**config.mk**
```make
export PLATFORM = sky130hd
export DESIGN_NAME = nonpreemptive_priority_scheduler_core
export DESIGN_NICKNAME = d
export VERILOG_FILES = /design/src/sv/npsch_pkg.sv /design/src/sv/npsch_store.sv /design/src/sv/npsch_scan.sv /design/src/sv/nonpreemptive_priority_scheduler_core.sv
export VERILOG_INCLUDE_DIRS = /design/src /design/src/sv
export SDC_FILE = /design/constraint.sdc
export NUM_CORES = 1
export LEC_CHECK = 0
export ABC_AREA = 0
export BUFFER_PORTS_ARGS = -buffer_cell sky130_fd_sc_hd__buf_4
export CAP_MARGIN = 30
export CORE_MARGIN = 4
export CORE_UTILIZATION = 41
export CTS_BUF_LIST = sky130_fd_sc_hd__clkbuf_8
export CTS_CLUSTER_SIZE = 20
export DETAILED_ROUTE_END_ITERATION = 10
export HOLD_SLACK_MARGIN = 0.15
export SETUP_SLACK_MARGIN = 0.1
export SYNTH_ARGS = -nofsm -noshare
export SYNTH_HDL_FRONTEND = slang
export SYNTH_SLANG_ARGS = --single-unit
```
**constraint.sdc**
```tcl
create_clock -name clock -period 11.2 [get_ports clock]
set_input_delay 0.56 -clock clock [delete_from_list [all_inputs] [get_ports clock]]
set_output_delay 0.56 -clock clock [all_outputs]
set_load 0.02 [all_outputs]
```
**src/sv/nonpreemptive_priority_scheduler_core_defines.svh**
```systemverilog
// ----------------------------------------------------------------------------
// Assertion macros for the priority scheduler core
// Shared wrappers around concurrent assertions, clocked and reset-gated.
// ----------------------------------------------------------------------------
`ifndef NONPREEMPTIVE_PRIORITY_SCHEDULER_CORE_DEFINES_SVH
`define NONPREEMPTIVE_PRIORITY_SCHEDULER_CORE_DEFINES_SVH

// condition holds at every edge out of reset
`define NPS_ASSERT_HOLDS(name, clk, rst, cond) \
   name: assert property (@(posedge clk) disable iff (rst) (cond)) \
      else $error("invariant violated");

// same-cycle implication
`define NPS_ASSERT_IMPL(name, clk, rst, ante, cons) \
   name: assert property (@(posedge clk) disable iff (rst) (ante) |-> (cons)) \
      else $error("implication violated");

// next-cycle implication
`define NPS_ASSERT_NEXT(name, clk, rst, ante, cons) \
   name: assert property (@(posedge clk) disable iff (rst) (ante) |=> (cons)) \
      else $error("next-cycle implication violated");

`endif

```
**src/sv/npsch_pkg.sv**
```systemverilog
// ----------------------------------------------------------------------------
// npsch_pkg
// Types and fixed widths shared by the priority scheduler modules.
// ----------------------------------------------------------------------------
package npsch_pkg;

   localparam int ARR_W   = 16;
   localparam int BURST_W = 16;
   localparam int PRIO_W  = 8;
   localparam int TIME_W  = 21;
   localparam int ID_W    = 4;

   typedef logic [TIME_W-1:0] time_type;

   typedef struct packed {
      logic [ARR_W-1:0]   arrival;
      logic [BURST_W-1:0] burst;
      logic [PRIO_W-1:0]  prio;
   } job_entry_type;

   typedef enum logic [1:0] {
      ST_IDLE,
      ST_SCAN,
      ST_CALC,
      ST_EMIT
   } state_type;

endpackage

```
**src/sv/npsch_store.sv**
```systemverilog
// ----------------------------------------------------------------------------
// npsch_store
// Job table: one write port for loading, one registered read port for scans.
// ----------------------------------------------------------------------------
module npsch_store #(
   parameter int DEPTH = 16,
   parameter int IDX_W = 4
) (
   input  logic                      clock,
   input  logic                      wr_en,
   input  logic [IDX_W-1:0]          wr_addr,
   input  npsch_pkg::job_entry_type  wr_data,
   input  logic [IDX_W-1:0]          rd_addr,
   output npsch_pkg::job_entry_type  rd_data
);

   npsch_pkg::job_entry_type mem [DEPTH];
   npsch_pkg::job_entry_type rd_data_ff;

   always_ff @(posedge clock) begin
      if (wr_en) begin
         mem[wr_addr] <= wr_data;
      end
   end

   always_ff @(posedge clock) begin
      rd_data_ff <= mem[rd_addr];
   end

   assign rd_data = rd_data_ff;

endmodule

```
**src/sv/npsch_scan.sv**
```systemverilog
// ----------------------------------------------------------------------------
// npsch_scan
// Shared compare unit: one table entry per cycle, tracks two candidates.
// ----------------------------------------------------------------------------
module npsch_scan #(
   parameter int IDX_W = 4
) (
   input  logic                      clock,
   input  logic                      reset,
   input  logic                      clear,
   input  logic                      ent_valid,
   input  npsch_pkg::job_entry_type  ent,
   input  logic [IDX_W-1:0]          ent_id,
   input  npsch_pkg::time_type       cur_time,
   input  logic                      first_pick,
   output logic                      pick_found,
   output npsch_pkg::job_entry_type  pick_entry,
   output logic [IDX_W-1:0]          pick_id,
   output npsch_pkg::time_type       pick_start
);

   // best among jobs already arrived: priority, then arrival, then id
   logic                      have_arr_ff, have_arr_in;
   npsch_pkg::job_entry_type  arr_best_ff, arr_best_in;
   logic [IDX_W-1:0]          arr_id_ff, arr_id_in;
   // earliest remaining job: arrival, then priority, then id
   logic                      have_early_ff, have_early_in;
   npsch_pkg::job_entry_type  early_best_ff, early_best_in;
   logic [IDX_W-1:0]          early_id_ff, early_id_in;

   logic arrived;
   logic arr_better;
   logic early_better;
   logic use_early;

   // entries come in rising id order, so equal keys keep the earlier holder
   assign arrived = npsch_pkg::time_type'(ent.arrival) <= cur_time;
   assign arr_better = !have_arr_ff || (ent.prio < arr_best_ff.prio) ||
                       ((ent.prio == arr_best_ff.prio) &&
                        (ent.arrival < arr_best_ff.arrival));
   assign early_better = !have_early_ff || (ent.arrival < early_best_ff.arrival) ||
                         ((ent.arrival == early_best_ff.arrival) &&
                          (ent.prio < early_best_ff.prio));

   always_comb begin
      have_arr_in   = have_arr_ff;
      arr_best_in   = arr_best_ff;
      arr_id_in     = arr_id_ff;
      have_early_in = have_early_ff;
      early_best_in = early_best_ff;
      early_id_in   = early_id_ff;
      if (clear) begin
         have_arr_in   = 1'b0;
         have_early_in = 1'b0;
      end else if (ent_valid) begin
         if (arrived && arr_better) begin
            have_arr_in = 1'b1;
            arr_best_in = ent;
            arr_id_in   = ent_id;
         end
         if (early_better) begin
            have_early_in = 1'b1;
            early_best_in = ent;
            early_id_in   = ent_id;
         end
      end
   end

   always_ff @(posedge clock) begin
      if (reset) begin
         have_arr_ff   <= 1'b0;
         have_early_ff <= 1'b0;
      end else begin
         have_arr_ff   <= have_arr_in;
         have_early_ff <= have_early_in;
      end
   end

   always_ff @(posedge clock) begin
      arr_best_ff   <= arr_best_in;
      arr_id_ff     <= arr_id_in;
      early_best_ff <= early_best_in;
      early_id_ff   <= early_id_in;
   end

   // nothing arrived yet (or first pick): clock jumps to earliest arrival
   assign use_early  = first_pick || !have_arr_ff;
   assign pick_found = have_early_ff;
   assign pick_entry = use_early ? early_best_ff : arr_best_ff;
   assign pick_id    = use_early ? early_id_ff : arr_id_ff;
   assign pick_start = use_early ? npsch_pkg::time_type'(early_best_ff.arrival) : cur_time;

endmodule

```
**src/sv/nonpreemptive_priority_scheduler_core.sv**
```systemverilog
// ----------------------------------------------------------------------------
// nonpreemptive_priority_scheduler_core
// Loads a set of jobs, then emits a non-preemptive priority schedule.
// ----------------------------------------------------------------------------
// Usage:
//   req_* carries one job per item (arrival, burst, priority, last_job).
//   A job is taken while req_stall is low and stored under the next id; jobs beyond
//   MAX_JOBS are dropped and flagged on every result of that set.
//   The item with last_job set closes the set and starts scheduling; req_stall
//   stays high until the last result has been loaded into the output register.
//   rsp_* gives one item per job in run order: id, completion, turnaround,
//   waiting time, the overflow flag and last_result on the final job.
// Timing:
//   Each pick scans the n stored jobs through one registered table read port
//   and one compare unit, does the arithmetic in ST_CALC and then loads the
//   output in ST_EMIT, waiting there while the output register is stalled.
//   Loading takes one job per cycle while req_stall is low.
// Reset clears the set, the done bits and the schedule clock; the job table
//   itself is not cleared. A stalled result holds in the output register and
//   the sequencer waits, so no result is lost or repeated.
// ----------------------------------------------------------------------------
`include "nonpreemptive_priority_scheduler_core_defines.svh"

module nonpreemptive_priority_scheduler_core #(
   parameter int MAX_JOBS = 16
) (
   input  logic         clock,
   input  logic         reset,
   input  logic         req_valid,
   output logic         req_stall,
   input  logic [15:0]  req_arrival_time,
   input  logic [15:0]  req_burst_time,
   input  logic [7:0]   req_job_priority,
   input  logic         req_last_job,
   output logic         rsp_valid,
   input  logic         rsp_stall,
   output logic [3:0]   rsp_job_id,
   output logic [20:0]  rsp_completion_time,
   output logic [20:0]  rsp_turnaround_time,
   output logic [20:0]  rsp_waiting_time,
   output logic         rsp_overflow,
   output logic         rsp_last_result
);

   localparam int IDX_W = (MAX_JOBS > 1) ? $clog2(MAX_JOBS) : 1;
   localparam int CNT_W = $clog2(MAX_JOBS + 1);
   localparam logic [CNT_W-1:0] MAX_CNT = CNT_W'(MAX_JOBS);

   npsch_pkg::state_type state_ff, state_in;

   logic [CNT_W-1:0]    count_ff, count_in;
   logic                dropped_ff, dropped_in;
   logic [CNT_W-1:0]    n_ff, n_in;
   logic [CNT_W-1:0]    k_ff, k_in;
   logic [CNT_W-1:0]    scan_idx_ff, scan_idx_in;
   logic [MAX_JOBS-1:0] done_ff, done_in;
   npsch_pkg::time_type cur_time_ff, cur_time_in;
   npsch_pkg::time_type comp_ff, comp_in;
   npsch_pkg::time_type wait_ff, wait_in;

   logic                rd_valid_ff, rd_valid_in;
   logic                rd_last_ff, rd_last_in;
   logic [IDX_W-1:0]    rd_idx_ff, rd_idx_in;

   logic                rsp_valid_ff, rsp_valid_in;
   logic [3:0]          rsp_job_id_ff, rsp_job_id_in;
   npsch_pkg::time_type rsp_comp_ff, rsp_comp_in;
   npsch_pkg::time_type rsp_turn_ff, rsp_turn_in;
   npsch_pkg::time_type rsp_wait_ff, rsp_wait_in;
   logic                rsp_ovf_ff, rsp_ovf_in;
   logic                rsp_last_ff, rsp_last_in;

   logic                      req_accept;
   logic                      store_wr;
   npsch_pkg::job_entry_type  wr_entry;
   npsch_pkg::job_entry_type  rd_entry;
   logic                      issue;
   logic                      scan_end;
   logic                      out_free;
   logic                      emit_go;
   logic                      final_pick;
   logic                      scan_clear;
   logic                      ent_valid;
   logic                      pick_found;
   npsch_pkg::job_entry_type  pick_entry;
   logic [IDX_W-1:0]          pick_id;
   npsch_pkg::time_type       pick_start;

   assign req_stall  = (state_ff != npsch_pkg::ST_IDLE);
   assign req_accept = req_valid && !req_stall;
   assign store_wr   = req_accept && (count_ff < MAX_CNT);
   assign wr_entry   = '{arrival: req_arrival_time, burst: req_burst_time,
                         prio: req_job_priority};

   assign issue      = (state_ff == npsch_pkg::ST_SCAN) && (scan_idx_ff < n_ff);
   assign scan_end   = rd_valid_ff && rd_last_ff;
   assign out_free   = !rsp_valid_ff || !rsp_stall;
   assign emit_go    = (state_ff == npsch_pkg::ST_EMIT) && out_free;
   assign final_pick = (k_ff == (n_ff - 1'b1));
   assign scan_clear = (req_accept && req_last_job) || (emit_go && !final_pick);
   assign ent_valid  = rd_valid_ff && !done_ff[rd_idx_ff];

   assign rd_valid_in = issue;
   assign rd_last_in  = (scan_idx_ff == (n_ff - 1'b1));
   assign rd_idx_in   = scan_idx_ff[IDX_W-1:0];

   npsch_store #(
      .DEPTH (MAX_JOBS),
      .IDX_W (IDX_W)
   ) u_store (
      .clock   (clock),
      .wr_en   (store_wr),
      .wr_addr (count_ff[IDX_W-1:0]),
      .wr_data (wr_entry),
      .rd_addr (scan_idx_ff[IDX_W-1:0]),
      .rd_data (rd_entry)
   );

   npsch_scan #(
      .IDX_W (IDX_W)
   ) u_scan (
      .clock      (clock),
      .reset      (reset),
      .clear      (scan_clear),
      .ent_valid  (ent_valid),
      .ent        (rd_entry),
      .ent_id     (rd_idx_ff),
      .cur_time   (cur_time_ff),
      .first_pick (k_ff == '0),
      .pick_found (pick_found),
      .pick_entry (pick_entry),
      .pick_id    (pick_id),
      .pick_start (pick_start)
   );

   // next state
   always_comb begin
      state_in = state_ff;
      unique case (state_ff)
         npsch_pkg::ST_IDLE: begin
            if (req_accept && req_last_job) begin
               state_in = npsch_pkg::ST_SCAN;
            end
         end
         npsch_pkg::ST_SCAN: begin
            if (scan_end) begin
               state_in = npsch_pkg::ST_CALC;
            end
         end
         npsch_pkg::ST_CALC: begin
            state_in = npsch_pkg::ST_EMIT;
         end
         npsch_pkg::ST_EMIT: begin
            if (out_free) begin
               state_in = final_pick ? npsch_pkg::ST_IDLE : npsch_pkg::ST_SCAN;
            end
         end
         default: begin
            state_in = npsch_pkg::ST_IDLE;
         end
      endcase
   end

   // datapath and outputs
   always_comb begin
      count_in      = count_ff;
      dropped_in    = dropped_ff;
      n_in          = n_ff;
      k_in          = k_ff;
      scan_idx_in   = scan_idx_ff;
      done_in       = done_ff;
      cur_time_in   = cur_time_ff;
      comp_in       = comp_ff;
      wait_in       = wait_ff;
      rsp_valid_in  = rsp_valid_ff && rsp_stall;
      rsp_job_id_in = rsp_job_id_ff;
      rsp_comp_in   = rsp_comp_ff;
      rsp_turn_in   = rsp_turn_ff;
      rsp_wait_in   = rsp_wait_ff;
      rsp_ovf_in    = rsp_ovf_ff;
      rsp_last_in   = rsp_last_ff;

      unique case (state_ff)
         npsch_pkg::ST_IDLE: begin
            if (req_accept) begin
               if (count_ff < MAX_CNT) begin
                  count_in = count_ff + 1'b1;
               end else begin
                  dropped_in = 1'b1;
               end
               if (req_last_job) begin
                  n_in        = count_in;
                  k_in        = '0;
                  scan_idx_in = '0;
               end
            end
         end
         npsch_pkg::ST_SCAN: begin
            if (issue) begin
               scan_idx_in = scan_idx_ff + 1'b1;
            end
         end
         npsch_pkg::ST_CALC: begin
            comp_in = pick_start + npsch_pkg::time_type'(pick_entry.burst);
            wait_in = pick_start - npsch_pkg::time_type'(pick_entry.arrival);
            cur_time_in = comp_in;
            done_in[pick_id] = 1'b1;
         end
         npsch_pkg::ST_EMIT: begin
            if (out_free) begin
               rsp_valid_in  = 1'b1;
               rsp_job_id_in = 4'(pick_id);
               rsp_comp_in   = comp_ff;
               rsp_turn_in   = comp_ff - npsch_pkg::time_type'(pick_entry.arrival);
               rsp_wait_in   = wait_ff;
               rsp_ovf_in    = dropped_ff;
               rsp_last_in   = final_pick;
               k_in          = k_ff + 1'b1;
               scan_idx_in   = '0;
               if (final_pick) begin
                  count_in   = '0;
                  dropped_in = 1'b0;
                  done_in    = '0;
               end
            end
         end
         default: begin
            rsp_valid_in = rsp_valid_ff && rsp_stall;
         end
      endcase
   end

   always_ff @(posedge clock) begin
      if (reset) begin
         state_ff     <= npsch_pkg::ST_IDLE;
         count_ff     <= '0;
         dropped_ff   <= 1'b0;
         n_ff         <= '0;
         k_ff         <= '0;
         scan_idx_ff  <= '0;
         done_ff      <= '0;
         cur_time_ff  <= '0;
         rd_valid_ff  <= 1'b0;
         rsp_valid_ff <= 1'b0;
      end else begin
         state_ff     <= state_in;
         count_ff     <= count_in;
         dropped_ff   <= dropped_in;
         n_ff         <= n_in;
         k_ff         <= k_in;
         scan_idx_ff  <= scan_idx_in;
         done_ff      <= done_in;
         cur_time_ff  <= cur_time_in;
         rd_valid_ff  <= rd_valid_in;
         rsp_valid_ff <= rsp_valid_in;
      end
   end

   always_ff @(posedge clock) begin
      rd_last_ff    <= rd_last_in;
      rd_idx_ff     <= rd_idx_in;
      comp_ff       <= comp_in;
      wait_ff       <= wait_in;
      rsp_job_id_ff <= rsp_job_id_in;
      rsp_comp_ff   <= rsp_comp_in;
      rsp_turn_ff   <= rsp_turn_in;
      rsp_wait_ff   <= rsp_wait_in;
      rsp_ovf_ff    <= rsp_ovf_in;
      rsp_last_ff   <= rsp_last_in;
   end

   assign rsp_valid           = rsp_valid_ff;
   assign rsp_job_id          = rsp_job_id_ff;
   assign rsp_completion_time = rsp_comp_ff;
   assign rsp_turnaround_time = rsp_turn_ff;
   assign rsp_waiting_time    = rsp_wait_ff;
   assign rsp_overflow        = rsp_ovf_ff;
   assign rsp_last_result     = rsp_last_ff;

   `NPS_ASSERT_HOLDS(a_count_bound, clock, reset, count_ff <= MAX_CNT)
   `NPS_ASSERT_IMPL(a_idle_clean, clock, reset, state_ff == npsch_pkg::ST_IDLE, done_ff == '0)
   `NPS_ASSERT_IMPL(a_pick_found, clock, reset, state_ff == npsch_pkg::ST_CALC, pick_found)
   `NPS_ASSERT_IMPL(a_pick_in_set, clock, reset, state_ff != npsch_pkg::ST_IDLE, k_ff < n_ff)
   `NPS_ASSERT_NEXT(a_emit_loads, clock, reset, emit_go, rsp_valid_ff)

endmodule

```
Word-level counts from Yosys, hierarchy flattened
Memory sizes are Yosys's and may differ from the RTL's. A register that Yosys moved wholly into a read port is not among the register bits.
Cells that the tools add are included.
- register bits after elaboration: 268
- memory bits (writable): 640
- logic and storage cells: 147
- memories: 1
- memories (name ; depth ; bits a word ; rd ports ; clocked after memory_dff ; wr ports ; line ; RTL):
    u_store.mem ; 16 ; 40 ; 1 ; 1 ; 1 ; npsch_store.sv:17 ; npsch_pkg::job_entry_type mem [DEPTH];
- $add $sub $neg: 7
- magnitude comparators: 10
- equality and inequality tests: 15
- multiplexer cells: 36
- bitwise operators: 2
- reduce and logical (&&, ||, !) cells: 46
- operator list (kind ; number):
    $mux W5 ; 9
    $sub A21 B16 Y21 ; 2
    $mux W40 ; 1
    $lt A16 B16 Y1 ; 2
    $mux W16 ; 2
    $pmux W16 S2 ; 1
    $add A21 B16 Y21 ; 1
    $le A16 B21 Y1 ; 1
    $mux W21 ; 1
    $pmux W5 S2 ; 2
    $eq A16 B16 Y1 ; 1
    $lt A8 B8 Y1 ; 2
    $ne A2 B2 Y1 const B ; 8
    $or A16 B16 Y16 ; 1
    $add A5 B1 Y5 const B ; 3
    $pmux W5 S3 ; 1
    $reduce_and A3 Y1 ; 5
    $logic_and A1 B1 Y1 ; 13
    $mux W1 ; 11
    $eq A5 B5 Y1 ; 2
    $lt A4 B5 Y1 const B ; 2
    $reduce_and A5 Y1 ; 2
    $eq A8 B8 Y1 ; 1
    $pmux W2 S4 ; 1
    other kinds (21) ; 41

Longest topological paths before layout
- word-level depth: 9
- gate-level depth with buffers: 23
- mapped depth without buffers: 18

Modules after synthesis
Synthesis repeated with hierarchy kept, for this count alone.
- cell total of the unflattened synthesis: 2288
- area, all modules: 38859.8 um^2
- by module, submodules not included (module ; times used ; cells each ; area each (um^2) ; seq. area each (um^2)):
    npsch_store ; 1 ; 1040 ; 25131.6 ; 20019.2
    nonpreemptive_priority_scheduler_core ; 1 ; 784 ; 8814.7 ; 4674.5
    npsch_scan ; 1 ; 464 ; 4913.5 ; 2682.6

Worst setup path before layout
Ideal clock, no wire load.
- path type: register to register
- from: register state_ff[0]
- to: register u_scan.arr_best_ff[0] in the netlist's numbering (enable)
- library setup time: 0.525 ns
- arrival: 5.538 ns
- path slack: 5.137 ns
- cell stages (with the launch flop): 8
- buffers on the path: 1
- clock period less this slack: 6.063 ns
- path through: dfxtp_1 -> ha_1 -> clkbuf_1 -> nand2_1 -> inv_1 -> a21oi_1 -> nand2_1 -> a311oi_1
- elaborated cells between the ends (all ways): 10
- RTL lines (what ; line ; RTL):
    start, declared ; nonpreemptive_priority_scheduler_core.sv:49 ; npsch_pkg::state_type state_ff, state_in;
    start signal, assigned ; nonpreemptive_priority_scheduler_core.sv:235 ; state_ff <= npsch_pkg::ST_IDLE;
    start signal, assigned ; nonpreemptive_priority_scheduler_core.sv:246 ; state_ff <= state_in;
    $eq A2 B2 Y1 ; nonpreemptive_priority_scheduler_core.sv:98 ; assign emit_go = (state_ff == npsch_pkg::ST_EMIT) && out_free;
    $logic_and A1 B1 Y1 ; nonpreemptive_priority_scheduler_core.sv:98 ;
    named net emit_go ; nonpreemptive_priority_scheduler_core.sv:80 ; logic emit_go;
    $logic_and A1 B1 Y1 ; nonpreemptive_priority_scheduler_core.sv:100 ; assign scan_clear = (req_accept && req_last_job) || (emit_go && !final_pick);
    $logic_or A1 B1 Y1 ; nonpreemptive_priority_scheduler_core.sv:100 ;
    $not A1 Y1 (no line) ; n/a ;
    $reduce_and A3 Y1 (no line) ; n/a ;
    end signal, assigned ; npsch_scan.sv:80 ; arr_best_ff <= arr_best_in;
    end, declared ; npsch_scan.sv:24 ; npsch_pkg::job_entry_type arr_best_ff, arr_best_in;
The timed path passes the listed nets, and every way through them passes these cells.
A chain may end at the register's enable or synchronous reset.

Final worst setup path
- from: register k_ff[0]
- to: register wait_ff[18], data pin
- cells in the longest elaborated chain, start to end: 4
- elaborated cells between the ends (all ways): 5
- ends and longest elaborated chain (what ; line ; RTL):
    start, declared ; nonpreemptive_priority_scheduler_core.sv:54 ; logic [CNT_W-1:0] k_ff, k_in;
    start signal, assigned ; nonpreemptive_priority_scheduler_core.sv:250 ; k_ff <= k_in;
    $logic_not A5 Y1 (*) ; nonpreemptive_priority_scheduler_core.sv:129 ; .first_pick (k_ff == '0),
    $logic_or A1 B1 Y1 (*) ; npsch_scan.sv:87 ; assign use_early = first_pick || !have_arr_ff;
    $mux W21 / $mux W40 (equally long branches) ; npsch_scan.sv:91, npsch_scan.sv:89 ;
    $sub A21 B16 Y21 (*) ; nonpreemptive_priority_scheduler_core.sv:205 ; wait_in = pick_start - npsch_pkg::time_type'(pick_entry.arrival);
    end signal, assigned ; nonpreemptive_priority_scheduler_core.sv:263 ; wait_ff <= wait_in;
    end, declared ; nonpreemptive_priority_scheduler_core.sv:59 ; npsch_pkg::time_type wait_ff, wait_in;
Mark *: on every way between the ends. The rest lies on a longest branch, timed or not.

==> metrics.cfg <==
[clocking]
numCtsBuffers = 154
clkTransAtPathRegs_ps = 60
cts_resized = 0
cts_buffer_depth = 3
insertion_delay_ps = 820
cts_tree = yes
ctsRootBufferMaster = clkbuf_8
cts_sinks = 948
h-tree-depth = 4

[floorplanning]
ios = 116
dieArea_um2 = 101000
start_util_pct = 41.5
die_h_um = 319
placementRows = 113
core_area_um2 = 95300
die_w_um = 319

[setup_path]
cp_max_fo = 67
reg2reg_depth = 19
path_common_cell = ha_1
critPathKind = reg2reg
crit_buf_inv = 3
cpPeakStageDelay_ps = 670
crit_required_ps = 11740
crit_arrival_ps = 6090
crit_cells = 19
critical_path.top_delay_family = simple AND/OR/NAND/NOR gates
startpoint_type = flip-flop
reg2reg_from = k_ff[0]$_SDFFE_PP0P_
end_kind = flip-flop
ff2ff_setup_slack_ps = 5650
reg2reg_to = wait_ff[18]$_DFFE_PP_
slowest_stage = or4b_4
cp_cell_sequence = inv_1 > ha_1 > or4b_4 > nand2_2 > buf_4 > nand2_1 > nand2_1 > ha_1 > inv_1 > ha_1 > nor4_1 > a2111oi_0 > a31oi_1 > a311oi_1 > nor3_1 > o21ai_1 > a311oi_2 > nor3b_1 > o21ai_1

[power]
cell_internal_pwr_w = 0.00614
combPwrFrac_pct = 14.9
swShare_pct = 26.9
clock_power_share_pct = 34.1
worst_ir_drop_vdd_mv = 0.100
power_frac_seq_pct = 51.1
power.switching_w = 0.00226
p_per_area_nw_per_um2 = 185
power.leakage_nw = 15.4

[sta]
final_hold_viol_count = 0
rsz0062_at_grt = false
finClkSkew_ps = 37.6
setup_viol = 0
drv_slew = 0
max-slew-margin-rel_pct = 32.6
tns_ps = 0
fmax_ghz = 0.180
whs_ps = 315
fin_crit_ps = 5550
layout_setup_ws_ps = 5650
finalCritPeriodShare_pct = 49.5
tightest_slew_ps = 1010

[logic_synthesis]
ys.warnings.count = 0
ys_seq_area_share_pct = 69.2
synth_top_area_share_pct = 63.7
synth_top_cell_by_area = edfxtp_1
avgSynthCellArea_um2 = 16.9
syn_area_um2 = 39500
synth_edf_count = 839
synth_ff_type = edfxtp_1
synth-async-reset-ratio_pct = 0
yosys-top-cells-area = edfxtp_1 (64%), mux4_2 (12%), dfxtp_1 (5.5%)
synth-seq-cells = 948
syn_inst = 2341
synth_nets = 2491
ys_types = 89

[placed_design]
io_buffers = 115
gp_congestion = 0.851
hpwl_mm = 52.4
dp.cells = 3659
pre_cts_slack_ps = 5710

[drt]
drt_iter0_drc = 1860
num_vias = 21800
avgRoutedWirePerCell_um = 22.8
drtPass1Iterations = 7
via_per_inst = 5.47
route.detailed.drc = 0
ant_nets = 0
drt_wl_total_mm = 91.1

[hold_path]
hold_path_end = k_ff[1]$_SDFFE_PP0P_
min_path_type = in2reg
hold-path-cell-count = 6
hp-start = req_valid

[finish]
final_nets = 2746
stdcell_count = 3989
fillers = 8115
final_layout_size_suffix_gt1_share_pct = 22.4
area_delta_synth_final_pct = 15.0

[grt]
grt_max_degree = 96
grt_usage_pct = 17.9
grt_pass1_vias = 22700
grt_remaining_overflow = 0
antenna_found_initial = 12
grt_pass1_wl_mm = 138

[status]
status = finished, final reports clean

[flow_run]
timing.max_cap.violations = 0

-- sequential cells by signal, summed over array words and instances, names as in the netlist, 5 cells and up --
register              count
scan_idx_ff               5
wait_ff                  21
rsp_completion_time      21
u_scan.early_best_ff     40
n_ff                      5
done_ff                  16
u_scan.arr_best_ff       40
comp_ff                  21
cur_time_ff              21
count_ff                  5
rsp_waiting_time         21
rsp_turnaround_time      21
u_store.rd_data          40
u_store.mem             640
k_ff                      5
-- kinds of logic after synthesis --
logic type                 count (synthesis)  share of synthesized area (%)
AOI/OAI and AO/OA                        342                           6.02
xor gates and xnor gates                  84                           1.88
adders and majority gates                116                           3.63
buffers and inverters                    201                           1.95
DFF                                      948                           69.2
muxes                                    228                           12.3
and+or+nand+nor                          422                           5.01
-- what timing repair did --
item / in CTS / in global routing
hold buffers: 44 / 0
hold endpoints to repair: 658 / 0
buffers inserted: 0 / 0
-- tightest hold or removal path, stage by stage --
cell	delay [ps]
buf_4	130
nand2_1	70
a22oi_1	80
nand2_1	110
a32oi_1	60
nor2_1	70
-- how the worst max path moves through the flow --
stage                     slack (ps)                         endpoint                      from
after floorplan                 5140  u_scan.arr_best_ff[0]$_DFFE_PP_  state_ff[0]$_SDFFE_PP0P_
after detailed placement        5710            wait_ff[17]$_DFFE_PP_      k_ff[0]$_SDFFE_PP0P_
after global routing            5240            wait_ff[18]$_DFFE_PP_      k_ff[0]$_SDFFE_PP0P_
after CTS                       5700            wait_ff[18]$_DFFE_PP_      k_ff[0]$_SDFFE_PP0P_
after global placement          5870            wait_ff[18]$_DFFE_PP_      k_ff[0]$_SDFFE_PP0P_
final                           5650            wait_ff[18]$_DFFE_PP_      k_ff[0]$_SDFFE_PP0P_
-- through the flow --
stage | cell area [um2] | total power, W | util [%]
finish | 45500 | 0.00840 | 47.7
global route | 45500 | 0.00881 | 47.7
CTS | 45400 | 0.00851 | 47.7
detailed placement | 42000 | 0.00561 | 44.1
global placement | 42000 | 0.00557 | 44.1
floorplan | 39500 | 0.00516 | -
-- per-layer routing --
layer	part of all wire (%)	vias to the layer above	GRT usage, %
met5	0.052	-	0
met4	2.9	8	6.15
met3	5.8	184	3.93
met2	49	730	29.8
met1	42	11100	23.4
li1	-	9783	-
-- synthesized netlist by cell type (5+ instances only) --
cell type,count
and3_1,6
o21ai_1,5
xnor2_1,50
clkbuf_1,66
o21a_1,18
dfxtp_1,109
nor4_1,11
buf_1,21
nand4_1,22
ha_1,104
nor2_1,123
or3_1,6
xor2_1,33
a31oi_1,13
nand2b_1,25
inv_1,108
o22ai_1,6
o31ai_1,11
mux2i_1,21
nand2_1,128
o21ai_0,52
nand3_1,22
a21o_1,34
nor2b_1,22
a21boi_0,8
a2111oi_0,5
and2_1,5
a21oi_1,97
o211ai_1,6
maj3_1,7
a211oi_1,8
mux4_2,205
nor3_1,32
edfxtp_1,839
o221ai_1,7
a311oi_1,5
-- layout by cell type (no fill, tap or decap), types with 7 or more instances in the layout --
| cell | Yosys | final |
|---|---|---|
| a211oi_1 | 8 | 8 |
| nand2_1 | 128 | 128 |
| a21boi_0 | 8 | 8 |
| nand4_1 | 22 | 22 |
| inv_1 | 108 | 160 |
| o21ai_0 | 52 | 52 |
| nor2_4 | 0 | 13 |
| clkbuf_8 | 0 | 170 |
| mux4_2 | 205 | 205 |
| o221ai_1 | 7 | 7 |
| edfxtp_1 | 839 | 839 |
| nand2b_1 | 25 | 25 |
| o31ai_1 | 11 | 11 |
| nor4_1 | 11 | 11 |
| nor3_1 | 32 | 28 |
| clkinv_2 | 0 | 16 |
| buf_4 | 1 | 145 |
| nor2_1 | 123 | 110 |
| a21oi_1 | 97 | 97 |
| clkinv_1 | 0 | 24 |
| a31oi_1 | 13 | 12 |
| o21a_1 | 18 | 18 |
| dfxtp_1 | 109 | 105 |
| nand3_1 | 22 | 22 |
| maj3_1 | 7 | 7 |
| a21o_1 | 34 | 34 |
| xor2_1 | 33 | 33 |
| xnor2_1 | 50 | 50 |
| dlygate4sd3_1 | 0 | 44 |
| mux2i_1 | 21 | 21 |
| ha_1 | 104 | 103 |
| nor2b_1 | 22 | 22 |
-- power groups by stage --
| stage | clock network [W] | logic [W] | registers [W] |
|---|---|---|---|
| after detailed placement | 0 | 0.00124 | 0.00437 |
| after global placement | 0 | 0.00122 | 0.00435 |
| after CTS | 0.00296 | 0.00126 | 0.00429 |
| after global routing | 0.00313 | 0.00137 | 0.00431 |
| after floorplan | 0 | 0.000871 | 0.00429 |
| final | 0.00286 | 0.00125 | 0.00429 |
-- final cells by class --
cell class | count | area [um2] | share of cell area, %
Sequential cell | 948 | 27400 | 60.2
Multi-Input combinational cell | 1192 | 11600 | 25.4
Clock buffer | 170 | 2340 | 5.14
Tap cell | 1265 | 1580 | 3.48
Timing Repair Buffer | 192 | 1570 | 3.46
Clock inverter | 110 | 632 | 1.39
Inverter | 108 | 405 | 0.891
Antenna cell | 4 | 10.0 | 0.0220
(Power assumes the default switching activity.)
